`config.mk`:
```
export PLATFORM = sky130hd
export DESIGN_NAME = led_beacon_pulse_fade_controller
export DESIGN_NICKNAME = d
export VERILOG_FILES = /design/src/rtl/core/blpf_pkg.sv /design/src/rtl/core/led_beacon_pulse_fade_controller.sv /design/src/rtl/core/blpf_div.sv /design/src/rtl/core/blpf_sine.sv
export SDC_FILE = /design/constraint.sdc
export NUM_CORES = 2
export LEC_CHECK = 0
export BUFFER_PORTS_ARGS = -buffer_cell sky130_fd_sc_hd__buf_2
export CAP_MARGIN = 25
export CELL_PAD_IN_SITES_DETAIL_PLACEMENT = 1
export CELL_PAD_IN_SITES_GLOBAL_PLACEMENT = 2
export CORE_MARGIN = 4
export CORE_UTILIZATION = 41
export DETAILED_ROUTE_END_ITERATION = 10
export PLACE_DENSITY = 0.89
export SYNTH_ARGS = -nofsm -noshare
export SYNTH_HDL_FRONTEND = slang
export SYNTH_SLANG_ARGS = --single-unit
```
`constraint.sdc`:
```
create_clock -name clk -period 11.3 [get_ports clk]
set_input_delay 0.565 -clock clk [delete_from_list [all_inputs] [get_ports clk]]
set_output_delay 0.565 -clock clk [all_outputs]
set_load 0.01 [all_outputs]
```
`src/rtl/core/blpf_pkg.sv`:
```
// Shared widths, mode and animation codes, and divider interface types.
package blpf_pkg;

	localparam int IN_TDATA_W  = 40;
	localparam int IN_TUSER_W  = 1;
	localparam int OUT_TDATA_W = 24;
	localparam int CFG_INDEX_W = 2;
	localparam int CFG_DATA_W  = 16;
	localparam int DIV_NUM_W   = 32;
	localparam int DIV_DEN_W   = 16;
	localparam int DIV_CNT_W   = 6;

	localparam logic [1:0] MODE_DISABLED = 2'd0;
	localparam logic [1:0] MODE_GUIDANCE = 2'd1;
	localparam logic [1:0] MODE_LANDED   = 2'd2;

	localparam logic [1:0] ANIM_OFF   = 2'd0;
	localparam logic [1:0] ANIM_GUIDE = 2'd1;
	localparam logic [1:0] ANIM_FADE  = 2'd2;

	typedef struct packed {
		logic [DIV_DEN_W-1:0] rem_init;
		logic [DIV_NUM_W-1:0] num;
		logic [DIV_DEN_W-1:0] den;
		logic [DIV_CNT_W-1:0] count;
	} div_req_t;

	typedef struct packed {
		logic                 done;
		logic [DIV_NUM_W-1:0] quo;
		logic [DIV_DEN_W-1:0] rem;
	} div_rsp_t;

endpackage

```
`src/rtl/core/led_beacon_pulse_fade_controller.sv`:
```
// Top level: item sequencer, beacon state and output register.
// Guidance scan (and a landed update while guiding): a 32-step modulo and an index divide on the
// shared divider; fade scan: two 16-step divides; every other item goes straight to the result.
// One item in flight; s_tready returns as the result enters the output register.
// arst_n clears the configuration to its defaults, the beacon state and the output valid.
module led_beacon_pulse_fade_controller #(
	parameter int SINE_TABLE_DEPTH = 256
) (
	input  logic                              clk,
	input  logic                              arst_n,
	input  logic                              s_tvalid,
	output logic                              s_tready,
	// new_mode[1:0], now_ms[33:2], zero[39:34]
	input  logic [blpf_pkg::IN_TDATA_W-1:0]   s_tdata,
	// op[0]
	input  logic [blpf_pkg::IN_TUSER_W-1:0]   s_tuser,
	output logic                              m_tvalid,
	input  logic                              m_tready,
	// pwm_a[7:0], pwm_b[15:8], drive_written[16], anim_state[18:17], mode_now[20:19], zero[23:21]
	output logic [blpf_pkg::OUT_TDATA_W-1:0]  m_tdata,
	input  logic                              cfg_wen,
	input  logic [blpf_pkg::CFG_INDEX_W-1:0]  cfg_index,
	input  logic [blpf_pkg::CFG_DATA_W-1:0]   cfg_wdata
);
	import blpf_pkg::*;

	localparam int IW = $clog2(SINE_TABLE_DEPTH);
	localparam int DW = $clog2(SINE_TABLE_DEPTH + 1);
	localparam int NW = 16 + DW;
	localparam logic [DW-1:0] DEPTH_C = DW'(SINE_TABLE_DEPTH);

	localparam logic OP_SCAN = 1'b0;

	localparam logic [CFG_INDEX_W-1:0] REG_ATTACHED = 2'd0;
	localparam logic [CFG_INDEX_W-1:0] REG_PERIOD   = 2'd1;
	localparam logic [CFG_INDEX_W-1:0] REG_FADE     = 2'd2;

	localparam logic [15:0] PERIOD_RESET = 16'd1200;
	localparam logic [15:0] FADE_RESET   = 16'd200;

	typedef enum logic [3:0] {
		ST_IDLE,
		ST_GMOD_GO,
		ST_GMOD_WAIT,
		ST_GIDX_GO,
		ST_GIDX_WAIT,
		ST_FA_GO,
		ST_FA_WAIT,
		ST_FB_GO,
		ST_FB_WAIT,
		ST_DONE
	} state_t;

	function automatic logic [7:0] duty_pwm(input logic [15:0] d);
		logic [23:0] t;
		t = {d, 8'd0} - {8'd0, d} + 24'd255;
		return t[23:16];
	endfunction

	state_t      state_q;
	logic        attached_q;
	logic [15:0] period_q;
	logic [15:0] fade_q;
	logic [1:0]  anim_q;
	logic [1:0]  mode_q;
	logic [31:0] gstart_q;
	logic [31:0] fstart_q;
	logic [15:0] duty_a_q;
	logic [15:0] duty_b_q;
	logic [15:0] from_a_q;
	logic [15:0] from_b_q;
	logic [31:0] now_q;
	logic [31:0] elapsed_q;
	logic [15:0] frac_q;
	logic [15:0] remain_q;
	logic        land_q;
	logic        side_a_q;
	logic        wrote_q;
	logic        m_valid_q;
	logic [20:0] m_data_q;

	logic        in_fire;
	logic        in_op;
	logic [1:0]  in_mode;
	logic [31:0] in_now;
	logic [15:0] per_w;
	logic [15:0] len_w;
	logic [31:0] fade_elapsed;
	logic        fade_over;
	logic        go_guide;
	logic        go_fade;
	logic        idle_wrote;
	logic [16:0] twice_p;
	logic        a_half;
	logic [15:0] frac_w;
	logic [NW-1:0] prod_idx;
	logic [31:0] prod_fade;
	logic [15:0] from_sel;
	logic        div_go;
	div_req_t    div_req;
	div_rsp_t    div_rsp;
	logic [15:0] sine_val;
	logic        out_free;

	assign s_tready = (state_q == ST_IDLE);
	assign in_fire  = s_tvalid && s_tready;
	assign in_op    = s_tuser[0];
	assign in_mode  = s_tdata[1:0];
	assign in_now   = s_tdata[33:2];

	assign per_w        = (period_q < 16'd2) ? 16'd2 : period_q;
	assign len_w        = (fade_q == 16'd0) ? 16'd1 : fade_q;
	assign fade_elapsed = in_now - fstart_q;
	assign fade_over    = fade_elapsed >= {16'd0, len_w};

	assign go_guide   = attached_q && (anim_q == ANIM_GUIDE) &&
		((in_op == OP_SCAN) || (in_mode == MODE_LANDED));
	assign go_fade    = attached_q && (in_op == OP_SCAN) && (anim_q == ANIM_FADE) && !fade_over;
	assign idle_wrote = attached_q && ((in_op == OP_SCAN) ?
		((anim_q == ANIM_FADE) && fade_over) :
		((in_mode != MODE_GUIDANCE) && ((in_mode != MODE_LANDED) ||
			((anim_q != ANIM_GUIDE) && (anim_q != ANIM_FADE)))));

	assign twice_p = {div_rsp.rem, 1'b0};
	assign a_half  = twice_p < {1'b0, per_w};
	assign frac_w  = a_half ? twice_p[15:0] : 16'(twice_p - {1'b0, per_w});

	assign prod_idx  = NW'(frac_q) * NW'(DEPTH_C);
	assign from_sel  = (state_q == ST_FA_GO) ? from_a_q : from_b_q;
	assign prod_fade = {16'd0, from_sel} * {16'd0, remain_q};

	always_comb begin
		div_go  = 1'b0;
		div_req = '0;
		case (state_q)
			ST_GMOD_GO: begin
				div_go  = 1'b1;
				div_req = '{rem_init: 16'd0, num: elapsed_q, den: per_w,
					count: DIV_CNT_W'(DIV_NUM_W)};
			end
			ST_GIDX_GO: begin
				div_go  = 1'b1;
				div_req = '{rem_init: 16'(prod_idx >> IW),
					num: {prod_idx[IW-1:0], {(DIV_NUM_W-IW){1'b0}}},
					den: per_w, count: DIV_CNT_W'(IW)};
			end
			ST_FA_GO, ST_FB_GO: begin
				div_go  = 1'b1;
				div_req = '{rem_init: prod_fade[31:16], num: {prod_fade[15:0], 16'd0},
					den: len_w, count: DIV_CNT_W'(16)};
			end
			default: begin
				div_go  = 1'b0;
			end
		endcase
	end

	blpf_div u_div (
		.clk    (clk),
		.arst_n (arst_n),
		.start  (div_go),
		.req    (div_req),
		.rsp    (div_rsp)
	);

	blpf_sine #(
		.DEPTH (SINE_TABLE_DEPTH)
	) u_sine (
		.idx (div_rsp.quo[IW-1:0]),
		.val (sine_val)
	);

	assign out_free = !m_valid_q || m_tready;

	always_ff @(posedge clk or negedge arst_n) begin
		if (!arst_n) begin
			state_q    <= ST_IDLE;
			attached_q <= 1'b0;
			period_q   <= PERIOD_RESET;
			fade_q     <= FADE_RESET;
			anim_q     <= ANIM_OFF;
			mode_q     <= MODE_DISABLED;
			gstart_q   <= '0;
			fstart_q   <= '0;
			duty_a_q   <= '0;
			duty_b_q   <= '0;
			from_a_q   <= '0;
			from_b_q   <= '0;
			land_q     <= 1'b0;
			wrote_q    <= 1'b0;
			m_valid_q  <= 1'b0;
		end else begin
			if (m_valid_q && m_tready && (state_q != ST_DONE)) begin
				m_valid_q <= 1'b0;
			end
			case (state_q)
				ST_IDLE: begin
					if (in_fire) begin
						wrote_q <= idle_wrote;
						land_q  <= (in_op != OP_SCAN);
						if (go_guide) begin
							state_q <= ST_GMOD_GO;
						end else if (go_fade) begin
							state_q <= ST_FA_GO;
						end else begin
							state_q <= ST_DONE;
						end
						if (attached_q) begin
							if (in_op == OP_SCAN) begin
								if (anim_q == ANIM_FADE && fade_over) begin
									anim_q   <= ANIM_OFF;
									duty_a_q <= '0;
									duty_b_q <= '0;
								end
							end else begin
								case (in_mode)
									MODE_GUIDANCE: begin
										gstart_q <= in_now;
										mode_q   <= MODE_GUIDANCE;
										anim_q   <= ANIM_GUIDE;
									end
									MODE_LANDED: begin
										mode_q <= MODE_LANDED;
										if (anim_q != ANIM_GUIDE && anim_q != ANIM_FADE) begin
											anim_q   <= ANIM_OFF;
											duty_a_q <= '0;
											duty_b_q <= '0;
										end
									end
									default: begin
										mode_q   <= MODE_DISABLED;
										anim_q   <= ANIM_OFF;
										duty_a_q <= '0;
										duty_b_q <= '0;
									end
								endcase
							end
						end
					end else if (cfg_wen) begin
						case (cfg_index)
							REG_ATTACHED: begin
								attached_q <= cfg_wdata[0];
								anim_q     <= ANIM_OFF;
								mode_q     <= MODE_DISABLED;
								gstart_q   <= '0;
								fstart_q   <= '0;
								duty_a_q   <= '0;
								duty_b_q   <= '0;
								from_a_q   <= '0;
								from_b_q   <= '0;
							end
							REG_PERIOD: begin
								period_q <= cfg_wdata;
							end
							REG_FADE: begin
								fade_q <= cfg_wdata;
							end
							default: begin
								period_q <= period_q;
							end
						endcase
					end
				end
				ST_GMOD_GO: begin
					state_q <= ST_GMOD_WAIT;
				end
				ST_GMOD_WAIT: begin
					if (div_rsp.done) begin
						state_q <= ST_GIDX_GO;
					end
				end
				ST_GIDX_GO: begin
					state_q <= ST_GIDX_WAIT;
				end
				ST_GIDX_WAIT: begin
					if (div_rsp.done) begin
						duty_a_q <= side_a_q ? sine_val : 16'd0;
						duty_b_q <= side_a_q ? 16'd0 : sine_val;
						wrote_q  <= 1'b1;
						if (land_q) begin
							fstart_q <= now_q;
							from_a_q <= side_a_q ? sine_val : 16'd0;
							from_b_q <= side_a_q ? 16'd0 : sine_val;
							anim_q   <= (sine_val == 16'd0) ? ANIM_OFF : ANIM_FADE;
						end
						state_q <= ST_DONE;
					end
				end
				ST_FA_GO: begin
					state_q <= ST_FA_WAIT;
				end
				ST_FA_WAIT: begin
					if (div_rsp.done) begin
						duty_a_q <= div_rsp.quo[15:0];
						state_q  <= ST_FB_GO;
					end
				end
				ST_FB_GO: begin
					state_q <= ST_FB_WAIT;
				end
				ST_FB_WAIT: begin
					if (div_rsp.done) begin
						duty_b_q <= div_rsp.quo[15:0];
						wrote_q  <= 1'b1;
						state_q  <= ST_DONE;
					end
				end
				ST_DONE: begin
					if (out_free) begin
						m_valid_q <= 1'b1;
						state_q   <= ST_IDLE;
					end
				end
				default: begin
					state_q <= ST_IDLE;
				end
			endcase
		end
	end

	always_ff @(posedge clk) begin
		if (in_fire) begin
			now_q     <= in_now;
			elapsed_q <= in_now - gstart_q;
			remain_q  <= len_w - fade_elapsed[15:0];
		end
		if (state_q == ST_GMOD_WAIT && div_rsp.done) begin
			frac_q   <= frac_w;
			side_a_q <= a_half;
		end
		if (state_q == ST_DONE && out_free) begin
			m_data_q <= {mode_q, anim_q, wrote_q, duty_pwm(duty_b_q), duty_pwm(duty_a_q)};
		end
	end

	assign m_tvalid = m_valid_q;
	assign m_tdata  = {{(OUT_TDATA_W-21){1'b0}}, m_data_q};

endmodule

```
`src/rtl/core/blpf_div.sv`:
```
// Shared restoring divider, one quotient bit per cycle.
module blpf_div (
	input  logic              clk,
	input  logic              arst_n,
	input  logic              start,
	input  blpf_pkg::div_req_t req,
	output blpf_pkg::div_rsp_t rsp
);
	import blpf_pkg::*;

	logic                 busy_q;
	logic                 done_q;
	logic [DIV_CNT_W-1:0] cnt_q;
	logic [DIV_DEN_W-1:0] r_q;
	logic [DIV_NUM_W-1:0] q_q;
	logic [DIV_DEN_W-1:0] d_q;

	logic [DIV_DEN_W:0] trial;
	logic [DIV_DEN_W:0] diff;
	logic               ge;

	assign trial = {r_q, q_q[DIV_NUM_W-1]};
	assign ge    = trial >= {1'b0, d_q};
	assign diff  = trial - {1'b0, d_q};

	always_ff @(posedge clk or negedge arst_n) begin
		if (!arst_n) begin
			busy_q <= 1'b0;
			done_q <= 1'b0;
			cnt_q  <= '0;
		end else begin
			done_q <= busy_q && !start && (cnt_q == DIV_CNT_W'(1));
			if (start) begin
				busy_q <= 1'b1;
				cnt_q  <= req.count;
			end else if (busy_q) begin
				cnt_q <= cnt_q - 1'b1;
				if (cnt_q == DIV_CNT_W'(1)) begin
					busy_q <= 1'b0;
				end
			end
		end
	end

	always_ff @(posedge clk) begin
		if (start) begin
			r_q <= req.rem_init;
			q_q <= req.num;
			d_q <= req.den;
		end else if (busy_q) begin
			r_q <= ge ? diff[DIV_DEN_W-1:0] : trial[DIV_DEN_W-1:0];
			q_q <= {q_q[DIV_NUM_W-2:0], ge};
		end
	end

	assign rsp.done = done_q;
	assign rsp.quo  = q_q;
	assign rsp.rem  = r_q;

endmodule

```
`src/rtl/core/blpf_sine.sv`:
```
// Half-sine duty table built at elaboration from a fixed-point Taylor series.
module blpf_sine #(
	parameter int DEPTH = 256
) (
	input  logic [$clog2(DEPTH)-1:0] idx,
	output logic [15:0]              val
);
	import blpf_pkg::*;

	localparam logic [63:0] PI_Q30    = 64'd3373259426;
	localparam logic [63:0] DUTY_FULL = 64'd65535;

	function automatic logic [15:0] half_sine(input int unsigned i);
		int unsigned j;
		logic [63:0] x;
		logic [63:0] term;
		logic [63:0] v;
		longint      sum;
		j = i;
		if (j > DEPTH - j) begin
			j = DEPTH - j;
		end
		x    = (PI_Q30 * 64'(j)) / 64'(DEPTH);
		term = x;
		sum  = longint'(x);
		term = (((term * x) >> 30) * x) >> 30;
		term = term / 64'd6;
		sum  = sum - longint'(term);
		term = (((term * x) >> 30) * x) >> 30;
		term = term / 64'd20;
		sum  = sum + longint'(term);
		term = (((term * x) >> 30) * x) >> 30;
		term = term / 64'd42;
		sum  = sum - longint'(term);
		term = (((term * x) >> 30) * x) >> 30;
		term = term / 64'd72;
		sum  = sum + longint'(term);
		term = (((term * x) >> 30) * x) >> 30;
		term = term / 64'd110;
		sum  = sum - longint'(term);
		if (sum < 0) begin
			return 16'd0;
		end
		v = (64'(sum) * DUTY_FULL + (64'd1 << 29)) >> 30;
		if (v > DUTY_FULL) begin
			v = DUTY_FULL;
		end
		return v[15:0];
	endfunction

	logic [15:0] tab [DEPTH];

	for (genvar g = 0; g < DEPTH; g++) begin : g_tab
		assign tab[g] = half_sine(g);
	end

	assign val = tab[idx];

endmodule

```
After elaboration in Yosys (flattened, before gate mapping):

Memories as Yosys holds them, arrays and structs flattened.
Cells that the tools add are included.
W data, S select, Z words.

* bits in registers: 362
* bits in latches: 0
* RAM bits: 0
* memory bits (read-only): 4096
* input port bits: 64
* output and inout bits: 26
* word-level logic and storage cells: 218
* memories: 1

Memories
* (no name shown): words 256, width 16, read ports 1, clocked after memory_dff 0, write ports 0, RTL line blpf_sine.sv:57 `assign val = tab[idx];`

* $add $sub $neg: 10
* multiply operators: 1
* div/mod/pow operators: 0
* order comparisons: 5
* eq/ne operators: 41
* shift operators: 0
* muxes and demuxes: 81
* bitwise gates (word level): 3
* reduce and logical (&&, ||, !) cells: 48

Operators by type and width (count)
* $mux W16: 26
* $mux W32: 11
* $pmux W70 S3: 1
* $pmux W16 S2: 3
* $pmux W16 S3: 2
* $pmux W32 S2: 1
* $sub A32 B32 Y32: 2
* $add A24 B8 Y24 const B: 2
* $sub A16 B16 Y16: 3
* $sub A24 B16 Y24: 2
* $pmux W4 S9: 1
* $ge A32 B16 Y1: 1
* $logic_not A16 Y1: 2
* $mul A16 B16 Y32: 1
* $mux W4: 7
* $mux W2: 13
* $ne A2 B1 Y1 const B: 11
* $reduce_and A9 Y1: 2
* $ge A17 B16 Y1: 1
* $lt A17 B16 Y1: 1
* $eq A4 B3 Y1 const B: 4
* $logic_and A1 B1 Y1: 16
* $lt A16 B2 Y1 const B: 1
* $ne A2 B2 Y1 const B: 7
* 33 further kinds: 68

Depth between registers and ports, before layout:

* depth after elaboration: 9
* depth in mapped cells: 33
* depth with buffers taken out: 31

Cells and area by module:

From an unflattened synthesis, not the netlist that was laid out.

* cells, all modules: 4057
* area, all modules: 35579.1 µm²

Modules (own cells, without submodules)
* led_beacon_pulse_fade_controller: times used 1, cells each 2914, area each 26605.5 µm², seq. area each 7856.3 µm²
* blpf_sine: times used 1, cells each 813, area each 5044.8 µm², seq. area each 0.0 µm²
* blpf_div: times used 1, cells each 330, area each 3928.8 µm², seq. area each 2122.0 µm²

Worst setup path before layout:

OpenSTA, ideal clock, no wires.

* path kind: reg2reg
* start: reg state_q[3]
* end: reg u_div.r_q[12], data pin
* setup time: 0.261 ns
* arrival time: 7.992 ns
* data required time: 11.039 ns
* slack: 3.047 ns
* cell stages (with the launch flop): 32
* buffers on the path: 3
* period minus slack after synthesis: 8.253 ns
* cell sequence: dfrtp_1 -> clkbuf_1 -> inv_1 -> nand2_1 -> inv_1 -> nand2_1 -> nor2_1 -> clkbuf_1 -> mux2_2 -> clkbuf_1 -> and2_1 -> fa_1 -> inv_1 -> fa_1 -> fa_1 -> fa_1 -> inv_1 -> fa_1 -> inv_1 -> fa_1 -> inv_1 -> ha_1 -> nand2_1 -> or3_1 -> o211ai_1 -> a21oi_1 -> o31ai_1 -> a2111oi_0 -> nor3_1 -> a41o_1 -> nor4b_1 -> a221o_1

* cells in the longest elaborated chain, start to end: 5
* elaborated cells between the ends (all ways): 11
* those cells by class: mul: 1; eq/ne: 4; mux: 4; reduce/logical: 2

Ends and longest elaborated chain
* from (decl): RTL line led_beacon_pulse_fade_controller.sv:60 `state_t state_q;`
* from (signal assigned): RTL line led_beacon_pulse_fade_controller.sv:177 `state_q <= ST_IDLE;`
* from (signal assigned): RTL line led_beacon_pulse_fade_controller.sv:202 `state_q <= ST_GMOD_GO;`
* from (signal assigned): RTL line led_beacon_pulse_fade_controller.sv:204 `state_q <= ST_FA_GO;`
* $eq A4 B3 Y1: RTL line led_beacon_pulse_fade_controller.sv:129, led_beacon_pulse_fade_controller.sv:135
* $mux W16: RTL line led_beacon_pulse_fade_controller.sv:129 `assign from_sel = (state_q == ST_FA_GO) ? from_a_q : from_b_q;`
* $mul A16 B16 Y32: RTL line led_beacon_pulse_fade_controller.sv:130 `assign prod_fade = {16'd0, from_sel} * {16'd0, remain_q};`
* $pmux W70 S3: RTL line led_beacon_pulse_fade_controller.sv:135 `case (state_q)`
* $mux W16 *: RTL line blpf_div.sv:46 `if (start) begin`
* to (signal assigned): RTL line blpf_div.sv:47 `r_q <= req.rem_init;`
* to (signal assigned): RTL line blpf_div.sv:51 `r_q <= ge ? diff[DIV_DEN_W-1:0] : trial[DIV_DEN_W-1:0];`
* to (decl): RTL line blpf_div.sv:14 `logic [DIV_DEN_W-1:0] r_q;`

Every way passes the cells marked *; elsewhere a longest branch is shown, timed or not.
A chain may end at the register's enable or synchronous reset.

Final worst setup path:

Ends and elaborated chain as after synthesis.

==> run_results.csv <==
group,metric,value,unit
outcome,status,"finished clean",
synth,ys_ff_latch,362,
detailed_routing,first_pass_iters,6,
finish,drive_gt1_frac,0.0826,
worst_hold_path,min_delay_path_depth,2,
synth,synth_compound_area_frac,0.174,
worst_setup_path,cp-end-kind,"register",
cts,root_buffer,"clkbuf_16",
worst_setup_path,path_max_fanout,23,
detailed_routing,route.vias.total,28983,
placement,post-place-cells,4877,
sta,rsz0062_at_grt,"false",
worst_setup_path,r2r_start,"state_q[3]",
synth,synth.top_cell.area_share,0.159,
synth,ys.flop_type,"edfxtp_1",
worst_setup_path,worstSetupPathType,"reg2reg",
global_routing,overflow,0,
worst_setup_path,rrSetupSlack,2.06,ns
synth,synth_top_family_by_area,"adder cells",
cts,tritoncts,"yes",
floorplan,die_height,298,microns
cts,ctsHtreeMaxLevel,2,
synth,synthMuxAreaShare,0.0396,
worst_setup_path,regToRegEndpoint,"u_div.r_q[12]",
synth,synth_edf_count,182,
synth,synth_cells,3905,
floorplan,io-pin-count,90,
cts,clkLatencyLatePin,0.61,ns
worst_setup_path,worstPathArrival,9.60,ns
finish,instances_no_fill,4969,
placement,port_buffers,80,
sta,timing.fmax,108,MHz
worst_setup_path,crit_required,11.66,ns
synth,synth.avg_cell_area,8.81,sq um
synth,yosys.area.top_type,"edfxtp_1",
synth,ys_warn_count,0,
worst_setup_path,slowest_stage,"fa_1",
cts,path_clk_slew,0.06,ns
cts,numCtsBuffers,45,
detailed_routing,final_antenna_net_count,0,
sta,max_slew_margin,0.135,
global_routing,grt_max_degree,85,
synth,seq_area_frac_synth,0.290,
sta,fin_crit_sh,0.818,
global_routing,track_usage,0.250,
worst_hold_path,timing.hold.worst.start,"cfg_wdata[14]",
floorplan,core_area,0.0826,sq mm
floorplan,dieArea,0.0886,sq mm
detailed_routing,routed_wl,111000,microns
cts,cts_resized,0,
synth,synthesis.area,0.0344,sq mm
synth,synth_fa_ha_area_frac,0.226,
cts,hold_buffers,1,
sta,slew_violations,0,
synth,yosysUniqueCellTypes,91,
sta,finalHoldViolations,0,
worst_hold_path,hold_path_class,"in2reg",
floorplan,die_w,298,microns
sta,fin_setup_tns,0,ns
detailed_routing,via_per_inst,5.83,
global_routing,grt_pass1_vias,30480,
global_routing,grt_pass1_wl,177000,microns
placement,gp_congestion,0.978,
sta,finalSetupViolCount,0,
synth,async_reset_ff_frac,0.497,
cts,cts.sinks,362,
floorplan,rows,105,
synth,synthXorXnorAreaFrac,0.0316,
sta,period_needed,9.24,ns
detailed_routing,drt_iter0_markers,2368,
worst_hold_path,worstHoldEndpoint,"period_q[14]",
global_routing,antenna_found_initial,8,
detailed_routing,drc,0,
run,cap_violations,0,
sta,finalClockSkew,0.0378,ns
sta,tightest_slew,1.30,ns
finish,synthToLayoutAreaGrowth,8.37,%
floorplan,start_util,0.416,
finish,finalNetCount,4426,
synth,synthTopCellsByArea,"edfxtp_1 16%, dfrtp_1 13%, fa_1 12%",
detailed_routing,wl_per_cell,22.4,microns
worst_setup_path,max_stage_delay,0.57,ns
worst_setup_path,rr_worst_depth,29,
cts,clockBufferDepth,3,
cts,post-cts-setup-buffers,0,
worst_setup_path,cp-start-kind,"register",
synth,yosys.area_share.simple,0.165,
placement,hpwl,82900,microns
## Yosys cell counts (13+ instances only)
cell type  count
or3_1         16
and3_1        24
nor3_1       106
and2_1       128
clkbuf_1     184
a221oi_1      17
a22oi_1       18
dfrtp_1      173
xor2_1        44
nand2_1      490
nor2b_1       46
a211oi_1      37
a31oi_1       25
inv_1        443
o21bai_1      16
o31ai_1       42
o311ai_0      22
fa_1         199
nand3_1       47
nor2_1       259
mux2_2        62
ha_1         303
buf_1         21
o211ai_1      30
or2_2         14
edfxtp_1     182
xnor2_1       80
nor4_1        13
a21o_1        49
mux4_2        13
nand4_1       18
o21a_1        33
mux2i_1       37
a211o_1       14
nand2b_1      34
o21ai_0      259
a21oi_1      188
buf_2         13
a22o_1        13
a311oi_1      16
## layout by cell type (no fill, tap or decap), types with 128 or more instances in the layout
cell	count
dfrtp_1	172
edfxtp_1	182
o21ai_0	259
inv_1	442
ha_1	303
a21oi_1	188
nor2_1	257
fa_1	199
and2_1	128
nand2_1	489
## metal layers
metal  track usage  part of all wire  up-vias
met5             0           0.00012        -
met4        0.0769             0.033        2
met3        0.0499             0.072      198
met2         0.409              0.46      874
met1         0.337              0.44    14511
li1              -                 -    13398
## worst max-delay path, delay by kind of cell, from the launching register on
family | cells | cell delay (ns)
flops | 1 | 0.56
mux | 1 | 0.53
simple gates | 8 | 1.99
compound gates | 6 | 1.53
fa+ha+maj | 7 | 3.54
buf+inv | 7 | 0.86
## registers in the layout, summed over array words and instances (netlist names), 21 cells and up
register	count
gstart_q	32
now_q	32
u_div.q_q	32
fstart_q	32
elapsed_q	32
m_data_q	21
## how the worst max path moves through the flow
| stage | start | endpoint | slack, ns | cells after the start |
|---|---|---|---|---|
| after global routing | state_q[3] | u_div.r_q[12] | 1.42 | 29 |
| after detailed placement | state_q[3] | u_div.r_q[12] | 2.03 | 29 |
| after CTS | state_q[3] | u_div.r_q[12] | 2.02 | 29 |
| final | state_q[3] | u_div.r_q[12] | 2.06 | 29 |
| after floorplan | state_q[3] | u_div.r_q[12] | 3.05 | 31 |
| after global placement | state_q[3] | u_div.r_q[12] | 2.11 | 29 |
## layout make-up
cell class / instances / area, sq um
fill: 9532 / 45300
clock inverter: 14 / 199
sequential: 362 / 9980
antenna: 3 / 7.51
clock buffer: 69 / 1310
multi-input combinational: 2876 / 22000
inverter: 446 / 1670
tap: 1070 / 1340
timing repair buffer: 129 / 832
## per-stage QoR
stage	cell area (sq um)	hold slack, ns	worst slack, ns	util
floorplan	34400	0.269	3.05	-
global placement	35700	0.431	2.11	0.432
detailed placement	35700	0.444	2.03	0.432
CTS	37200	0.179	2.02	0.450
global route	37300	0.195	1.42	0.451
finish	37300	0.208	2.06	0.451
## logic make-up (layout without fill, tap and decap cells)
kind of cell,after synthesis,after routing
adders and majority gates,502,502
buffers and inverters,669,658
DFF,362,362
muxes,112,112
other,1,6
xor gates and xnor gates,124,124
and+or+nand+nor,1225,1225
AOI/OAI and AO/OA,910,910
Power is left out: the tool's default activity adds up to more than one toggle a clock period on the data nets, which glitch-free logic cannot reach.
